==> config.mk <==
export PLATFORM = sky130hd
export DESIGN_NAME = qtls_accum
export DESIGN_NICKNAME = d
export VERILOG_FILES = /design/src/rtl/qtls_pkg.sv /design/src/rtl/qtls_accum.sv
export SDC_FILE = /design/constraint.sdc
export NUM_CORES = 2
export LEC_CHECK = 0
export ABC_CLOCK_PERIOD_IN_PS = 8300
export BUFFER_PORTS_ARGS = -buffer_cell sky130_fd_sc_hd__buf_2
export CAP_MARGIN = 20
export CORE_AREA = 3 3 282 284
export CTS_BUF_LIST = sky130_fd_sc_hd__clkbuf_4 sky130_fd_sc_hd__clkbuf_8 sky130_fd_sc_hd__clkbuf_16
export CTS_CLUSTER_DIAMETER = 50
export DETAILED_ROUTE_END_ITERATION = 8
export DIE_AREA = 0 0 285 287
export GPL_TIMING_DRIVEN = 1
export PLACE_DENSITY_LB_ADDON = 0.25
export SYNTH_ARGS = -nofsm -noshare
export SYNTH_HDL_FRONTEND = slang
export SYNTH_SLANG_ARGS = --single-unit
==> constraint.sdc <==
create_clock -name clk -period 8.3 [get_ports clk]
set_clock_uncertainty 0.2 [all_clocks]
set_input_delay 0.83 -clock clk [delete_from_list [all_inputs] [get_ports clk]]
set_output_delay 0.83 -clock clk [all_outputs]
set_load 0.05 [all_outputs]
==> src/rtl/qtls_pkg.sv <==
package qtls_pkg;

	localparam int MAX_POINTS_DEF = 64;
	localparam int COORD_BITS_DEF = 10;
	localparam int FRAC_BITS_DEF  = 16;

	localparam int PT_W     = 10;
	localparam int COEF_W   = 32;
	localparam int OPD_W    = 64;
	localparam int ACC_W    = 128;
	localparam int NCOEF    = 6;
	localparam int PROG_LEN = 33;
	localparam int PC_W     = 6;
	localparam int CI_W     = 3;

	typedef struct packed {
		logic [OPD_W-1:0] a;
		logic [OPD_W-1:0] b;
		logic [OPD_W-1:0] c;
		logic [OPD_W-1:0] d;
		logic [OPD_W-1:0] n;
		logic [OPD_W-1:0] x2;
		logic [OPD_W-1:0] x1;
		logic [OPD_W-1:0] x0;
		logic [OPD_W-1:0] y2;
		logic [OPD_W-1:0] y1;
		logic [OPD_W-1:0] y0;
	} sums_t;

	typedef struct packed {
		logic signed [COEF_W-1:0] x_quad;
		logic signed [COEF_W-1:0] x_lin;
		logic signed [COEF_W-1:0] x_const;
		logic signed [COEF_W-1:0] y_quad;
		logic signed [COEF_W-1:0] y_lin;
		logic signed [COEF_W-1:0] y_const;
		logic                     fit_valid;
	} res_t;

	typedef enum logic [4:0] {
		OP_A, OP_B, OP_C, OP_D, OP_N,
		OP_C0, OP_C1, OP_C2, OP_C3, OP_C4, OP_C5,
		OP_X2, OP_X1, OP_X0, OP_Y2, OP_Y1, OP_Y0
	} opnd_t;

	typedef enum logic [3:0] {
		DST_NONE, DST_COF0, DST_COF1, DST_COF2, DST_COF3, DST_COF4, DST_COF5,
		DST_DET, DST_NUM
	} dst_t;

	typedef struct packed {
		opnd_t xs;
		opnd_t ys;
		logic  neg;
		logic  first;
		dst_t  dst;
	} prog_t;

	localparam logic [PC_W-1:0] PC_LAST = PC_W'(PROG_LEN - 1);

	// cofactors, determinant, then three numerators per axis
	function automatic prog_t prog_at(input logic [PC_W-1:0] pc);
		prog_t p;
		case (pc)
			6'd0:  p = '{OP_C,  OP_N,  1'b0, 1'b1, DST_NONE};
			6'd1:  p = '{OP_D,  OP_D,  1'b1, 1'b0, DST_COF0};
			6'd2:  p = '{OP_C,  OP_D,  1'b0, 1'b1, DST_NONE};
			6'd3:  p = '{OP_B,  OP_N,  1'b1, 1'b0, DST_COF1};
			6'd4:  p = '{OP_B,  OP_D,  1'b0, 1'b1, DST_NONE};
			6'd5:  p = '{OP_C,  OP_C,  1'b1, 1'b0, DST_COF2};
			6'd6:  p = '{OP_A,  OP_N,  1'b0, 1'b1, DST_NONE};
			6'd7:  p = '{OP_C,  OP_C,  1'b1, 1'b0, DST_COF3};
			6'd8:  p = '{OP_B,  OP_C,  1'b0, 1'b1, DST_NONE};
			6'd9:  p = '{OP_A,  OP_D,  1'b1, 1'b0, DST_COF4};
			6'd10: p = '{OP_A,  OP_C,  1'b0, 1'b1, DST_NONE};
			6'd11: p = '{OP_B,  OP_B,  1'b1, 1'b0, DST_COF5};
			6'd12: p = '{OP_A,  OP_C0, 1'b0, 1'b1, DST_NONE};
			6'd13: p = '{OP_B,  OP_C1, 1'b0, 1'b0, DST_NONE};
			6'd14: p = '{OP_C,  OP_C2, 1'b0, 1'b0, DST_DET};
			6'd15: p = '{OP_C0, OP_X2, 1'b0, 1'b1, DST_NONE};
			6'd16: p = '{OP_C1, OP_X1, 1'b0, 1'b0, DST_NONE};
			6'd17: p = '{OP_C2, OP_X0, 1'b0, 1'b0, DST_NUM};
			6'd18: p = '{OP_C1, OP_X2, 1'b0, 1'b1, DST_NONE};
			6'd19: p = '{OP_C3, OP_X1, 1'b0, 1'b0, DST_NONE};
			6'd20: p = '{OP_C4, OP_X0, 1'b0, 1'b0, DST_NUM};
			6'd21: p = '{OP_C2, OP_X2, 1'b0, 1'b1, DST_NONE};
			6'd22: p = '{OP_C4, OP_X1, 1'b0, 1'b0, DST_NONE};
			6'd23: p = '{OP_C5, OP_X0, 1'b0, 1'b0, DST_NUM};
			6'd24: p = '{OP_C0, OP_Y2, 1'b0, 1'b1, DST_NONE};
			6'd25: p = '{OP_C1, OP_Y1, 1'b0, 1'b0, DST_NONE};
			6'd26: p = '{OP_C2, OP_Y0, 1'b0, 1'b0, DST_NUM};
			6'd27: p = '{OP_C1, OP_Y2, 1'b0, 1'b1, DST_NONE};
			6'd28: p = '{OP_C3, OP_Y1, 1'b0, 1'b0, DST_NONE};
			6'd29: p = '{OP_C4, OP_Y0, 1'b0, 1'b0, DST_NUM};
			6'd30: p = '{OP_C2, OP_Y2, 1'b0, 1'b1, DST_NONE};
			6'd31: p = '{OP_C4, OP_Y1, 1'b0, 1'b0, DST_NONE};
			6'd32: p = '{OP_C5, OP_Y0, 1'b0, 1'b0, DST_NUM};
			default: p = '{OP_A, OP_A, 1'b0, 1'b1, DST_NONE};
		endcase
		return p;
	endfunction

endpackage

==> src/rtl/qtls_accum.sv <==
module qtls_accum #(
	parameter int MAX_POINTS = qtls_pkg::MAX_POINTS_DEF,
	parameter int COORD_BITS = qtls_pkg::COORD_BITS_DEF
) (
	input  logic                      clk,
	input  logic                      arst_n,
	input  logic                      take,
	input  logic [qtls_pkg::PT_W-1:0] px,
	input  logic [qtls_pkg::PT_W-1:0] py,
	input  logic                      clr,
	output qtls_pkg::sums_t           sums,
	output logic                      ov
);
	localparam int CB   = (COORD_BITS < qtls_pkg::PT_W) ? COORD_BITS : qtls_pkg::PT_W;
	localparam int CW   = $clog2(MAX_POINTS + 1);
	localparam int P2W  = 2 * CW;
	localparam int P3W  = 3 * CW;
	localparam int P4W  = 4 * CW;
	localparam int S1W  = 2 * CW;
	localparam int S2W  = 3 * CW;
	localparam int S3W  = 4 * CW;
	localparam int S4W  = 5 * CW;
	localparam int SXW  = CW + CB;
	localparam int SIXW = 2 * CW + CB;
	localparam int S2XW = 3 * CW + CB;
	localparam int OW   = qtls_pkg::OPD_W;

	logic [CW-1:0]   cnt_q;
	logic [P2W-1:0]  p2_q;
	logic [P3W-1:0]  p3_q;
	logic [P4W-1:0]  p4_q;
	logic [S1W-1:0]  s1_q;
	logic [S2W-1:0]  s2_q;
	logic [S3W-1:0]  s3_q;
	logic [S4W-1:0]  s4_q;
	logic [SXW-1:0]  sx_q, sy_q;
	logic [SIXW-1:0] six_q, siy_q;
	logic [S2XW-1:0] s2x_q, s2y_q;
	logic            ov_q;
	logic [CB-1:0]   pxm, pym;
	logic            room;

	assign pxm  = px[CB-1:0];
	assign pym  = py[CB-1:0];
	assign room = cnt_q < CW'(MAX_POINTS);

	// powers of the next index follow by binomial steps
	always_ff @(posedge clk or negedge arst_n) begin
		if (!arst_n) begin
			cnt_q <= '0; p2_q <= '0; p3_q <= '0; p4_q <= '0;
			s1_q <= '0; s2_q <= '0; s3_q <= '0; s4_q <= '0;
			sx_q <= '0; six_q <= '0; s2x_q <= '0;
			sy_q <= '0; siy_q <= '0; s2y_q <= '0;
			ov_q <= 1'b0;
		end else if (clr) begin
			cnt_q <= '0; p2_q <= '0; p3_q <= '0; p4_q <= '0;
			s1_q <= '0; s2_q <= '0; s3_q <= '0; s4_q <= '0;
			sx_q <= '0; six_q <= '0; s2x_q <= '0;
			sy_q <= '0; siy_q <= '0; s2y_q <= '0;
			ov_q <= 1'b0;
		end else if (take) begin
			if (room) begin
				s1_q  <= s1_q + S1W'(cnt_q);
				s2_q  <= s2_q + S2W'(p2_q);
				s3_q  <= s3_q + S3W'(p3_q);
				s4_q  <= s4_q + S4W'(p4_q);
				sx_q  <= sx_q + SXW'(pxm);
				sy_q  <= sy_q + SXW'(pym);
				six_q <= six_q + SIXW'(cnt_q) * SIXW'(pxm);
				siy_q <= siy_q + SIXW'(cnt_q) * SIXW'(pym);
				s2x_q <= s2x_q + S2XW'(p2_q) * S2XW'(pxm);
				s2y_q <= s2y_q + S2XW'(p2_q) * S2XW'(pym);
				p2_q  <= p2_q + (P2W'(cnt_q) << 1) + P2W'(1);
				p3_q  <= p3_q + (P3W'(p2_q) << 1) + P3W'(p2_q)
					+ (P3W'(cnt_q) << 1) + P3W'(cnt_q) + P3W'(1);
				p4_q  <= p4_q + (P4W'(p3_q) << 2) + (P4W'(p2_q) << 2) + (P4W'(p2_q) << 1)
					+ (P4W'(cnt_q) << 2) + P4W'(1);
				cnt_q <= cnt_q + CW'(1);
			end else begin
				ov_q <= 1'b1;
			end
		end
	end

	assign sums.a  = OW'(s4_q);
	assign sums.b  = OW'(s3_q);
	assign sums.c  = OW'(s2_q);
	assign sums.d  = OW'(s1_q);
	assign sums.n  = OW'(cnt_q);
	assign sums.x2 = OW'(s2x_q);
	assign sums.x1 = OW'(six_q);
	assign sums.x0 = OW'(sx_q);
	assign sums.y2 = OW'(s2y_q);
	assign sums.y1 = OW'(siy_q);
	assign sums.y0 = OW'(sy_q);
	assign ov      = ov_q;

endmodule

==> reports/metrics.yaml <==
synthesis:
  syn_avg_cell_area_um2: 8.72
  synth-edff-count: 0
  syn-cell-area_um2: 40400
  ys_seq_area_share_pct: 19.4
  synth_top_area_share_pct: 20.3
  synth-seq-cells: 313
  synth_cells: 4638
  ys.warnings.count: 0
  ys.flop_type: "dfrtp_1"
  synth_cell_types: 81
  yosys-top-cells-area: "fa_1, dfrtp_1, ha_1"
  synth_top_area_cell: "fa_1"
  async_flop_share_pct: 100
worst_setup_path:
  required_ps: 8610
  r2r-start: "p2_q[5]"
  arrival_ps: 7080
  critPathKind: "flip-flop to flip-flop"
  endpoint_kind: "flip-flop"
  critPathLaunch: "p2_q[5]"
  start_kind: "flip-flop"
  crit_fanout: 20
drt:
  drt-initial-drc-count: 1739
  routed_wl_um: 108000
  routedWlPerCell_um: 18.1
  first_pass_iters: 6
  via_per_inst: 5.28
  vias: 31300
  drc: 0
  ant_nets: 0
cts:
  cts_hold_buf: 1
  htreeDepth: 2
  cts_root_buffer: "clkbuf_16"
  cts_resized: 0
  post-cts-setup-buffers: 0
  clk_pin_slew_worst_paths_ps: 60
  worstSkewPairLatency_ps: 650
  cts_buffer_depth: 3
  clkSinkCount: 313
  cts_tree: "yes"
  cts_buffers: 56
run_status:
  status: "complete, no violations"
power_and_ir_drop:
  p_seq_share_pct: 28.0
  irDropWorstVdd_v: 0.000157
  p_leak_nw: 23.8
  pwr_density_cell_nw_per_um2: 143
  comb_power_share_pct: 33.0
  power.internal_mw: 3.62
  p_switching_mw: 2.56
  switching_share_pct: 41.4
  power_frac_clock_pct: 38.9
placed_design:
  place_area_um2: 41100
  io_buffers: 273
  place.gp.congestion: 0.931
  dp_hpwl_um: 81600
global_routing:
  track_usage_pct: 26.2
  overflow: 0
  grt_max_degree: 123
  grt_pass1_vias: 31000
  grt_pass1_wl_um: 172000
  antenna_found_initial: 3
cells_and_area:
  synthToLayoutAreaGrowth_pct: 6.56
  layout.cells.most_common: "nand2_1"
  final_cell_mix: "nand2_1, inv_1, conb_1"
  drive_gt1_share_pct: 9.30
  fin_area_um2: 43100
  final_nets: 5683
sta:
  worstMarginPinSlew_ps: 1120
  fin_crit_ps: 6770
  rsz0062_at_grt: "false"
  slew_violations: 0
  fin_tns_setup_ps: 0
  slew_headroom_pct: 25.2
  period_share_pct: 81.5
  hold_viol_final: 0
  final-setup-viol-count: 0
  max_freq_mhz: 148
die:
  die_w_um: 285
  core_area_um2: 77300
  rows: 102
  start_util_pct: 52.3
  ios: 729
  fp.dieH_um: 287
  dieArea_um2: 81800
run:
  cap_violations: 0
hold_path:
  min-delay-start: "s4_q[12]"
  hold_path.class: "flip-flop to flip-flop"
==> sequential cells by signal (all words and copies together) (netlist names) <==
register,count
p4_q,28
s2_q,21
six_q,24
ov,1
s2y_q,31
cnt_q,7
sx_q,17
p3_q,21
s1_q,14
p2_q,14
s3_q,28
s2x_q,31
siy_q,24
s4_q,35
sy_q,17
==> Yosys cell counts (all sizes together) (28+ instances only) <==
cell and n:
and2 214, nand2 622, buf 461, fa 411, or3 32, dfrtp 313, a211oi 50, nor3 31
inv 539, o21ai 145, a21oi 318, a21o 107, ha 412, clkbuf 171, nand3 56, nor2 195
o21bai 28, xor2 91, xnor2 128, o21a 33
==> power groups by stage <==
stage | Clock, mW | Sequential (mW) | Combinational (mW)
detailed placement | 0 | 1.76 | 2.03
global placement | 0 | 1.76 | 2.00
global route | 2.51 | 1.75 | 2.26
finish | 2.41 | 1.73 | 2.04
CTS | 2.44 | 1.74 | 2.04
floorplan | 0 | 1.94 | 1.57
==> worst paths after layout <==
check                       endpoint  slack (ps)  cells after the start
max                        s2y_q[27]        1530                     19
min                         s4_q[12]         320                      2
max reg2reg                s2y_q[27]        1530                     19
min reg2reg                 s4_q[12]         320                      2
max in group asynchronous  six_q[18]        6040                      3
min in group asynchronous   s1_q[13]         480                      2
==> final cells by class <==
cell class | count | area [um2]
fill | 7127 | 34200
multi-input combinational | 3608 | 28200
sequential | 313 | 7830
inverter | 539 | 2020
timing repair buffer | 318 | 1750
clock buffer | 70 | 1530
tap | 1040 | 1300
clock inverter | 35 | 419
antenna | 2 | 5.00
==> per-layer routing <==
layer / track usage [%] / vias up / routed length [um]
met4: 6.82 / 0 / 2860
met5: 0 / - / 0
met2: 42.8 / 1039 / 50100
li1: - / 14600 / -
met1: 35.9 / 15500 / 46400
met3: 5.00 / 172 / 8140
==> cell families (layout without fill, tap and decap cells) <==
logic type,after synthesis,after routing,share of synthesized area [%]
AOI/OAI and AO/OA,839,839,13.1
adders and majority gates,823,823,33.1
muxes,4,4,0.108
DFF,313,313,19.4
and+or+nand+nor,1268,1268,14.4
xor gates and xnor gates,219,219,4.74
buffers and inverters,1171,962,15.1
other,1,457,0.00927
==> critical path: stages (launching register included) <==
cell and delay [ps]:
dfrtp_1 1080, buf_4 330, nand2_1 90, fa_1 540
inv_1 60, fa_1 550, fa_1 450, fa_1 530
inv_1 70, fa_1 470, inv_1 40, ha_1 340
a21o_1 220, a41oi_2 230, o21ai_2 120, and4_1 220
o41a_1 450, a21oi_2 290, nor3_1 90, a311o_1 270
==> per-stage QoR <==
stage	utilization, %	setup slack, ps	hold slack (ps)	total power, mW	std cells
6_report	55.7	1530	320	6.18	5925
2_1_floorplan	-	2000	279	3.52	5092
3_3_place_gp	53.2	1540	294	3.76	5816
3_5_place_dp	53.2	1480	302	3.79	5816
4_1_cts	55.7	1570	306	6.22	5922
5_1_grt	55.7	1280	333	6.52	5924
(Power assumes the default switching activity.)
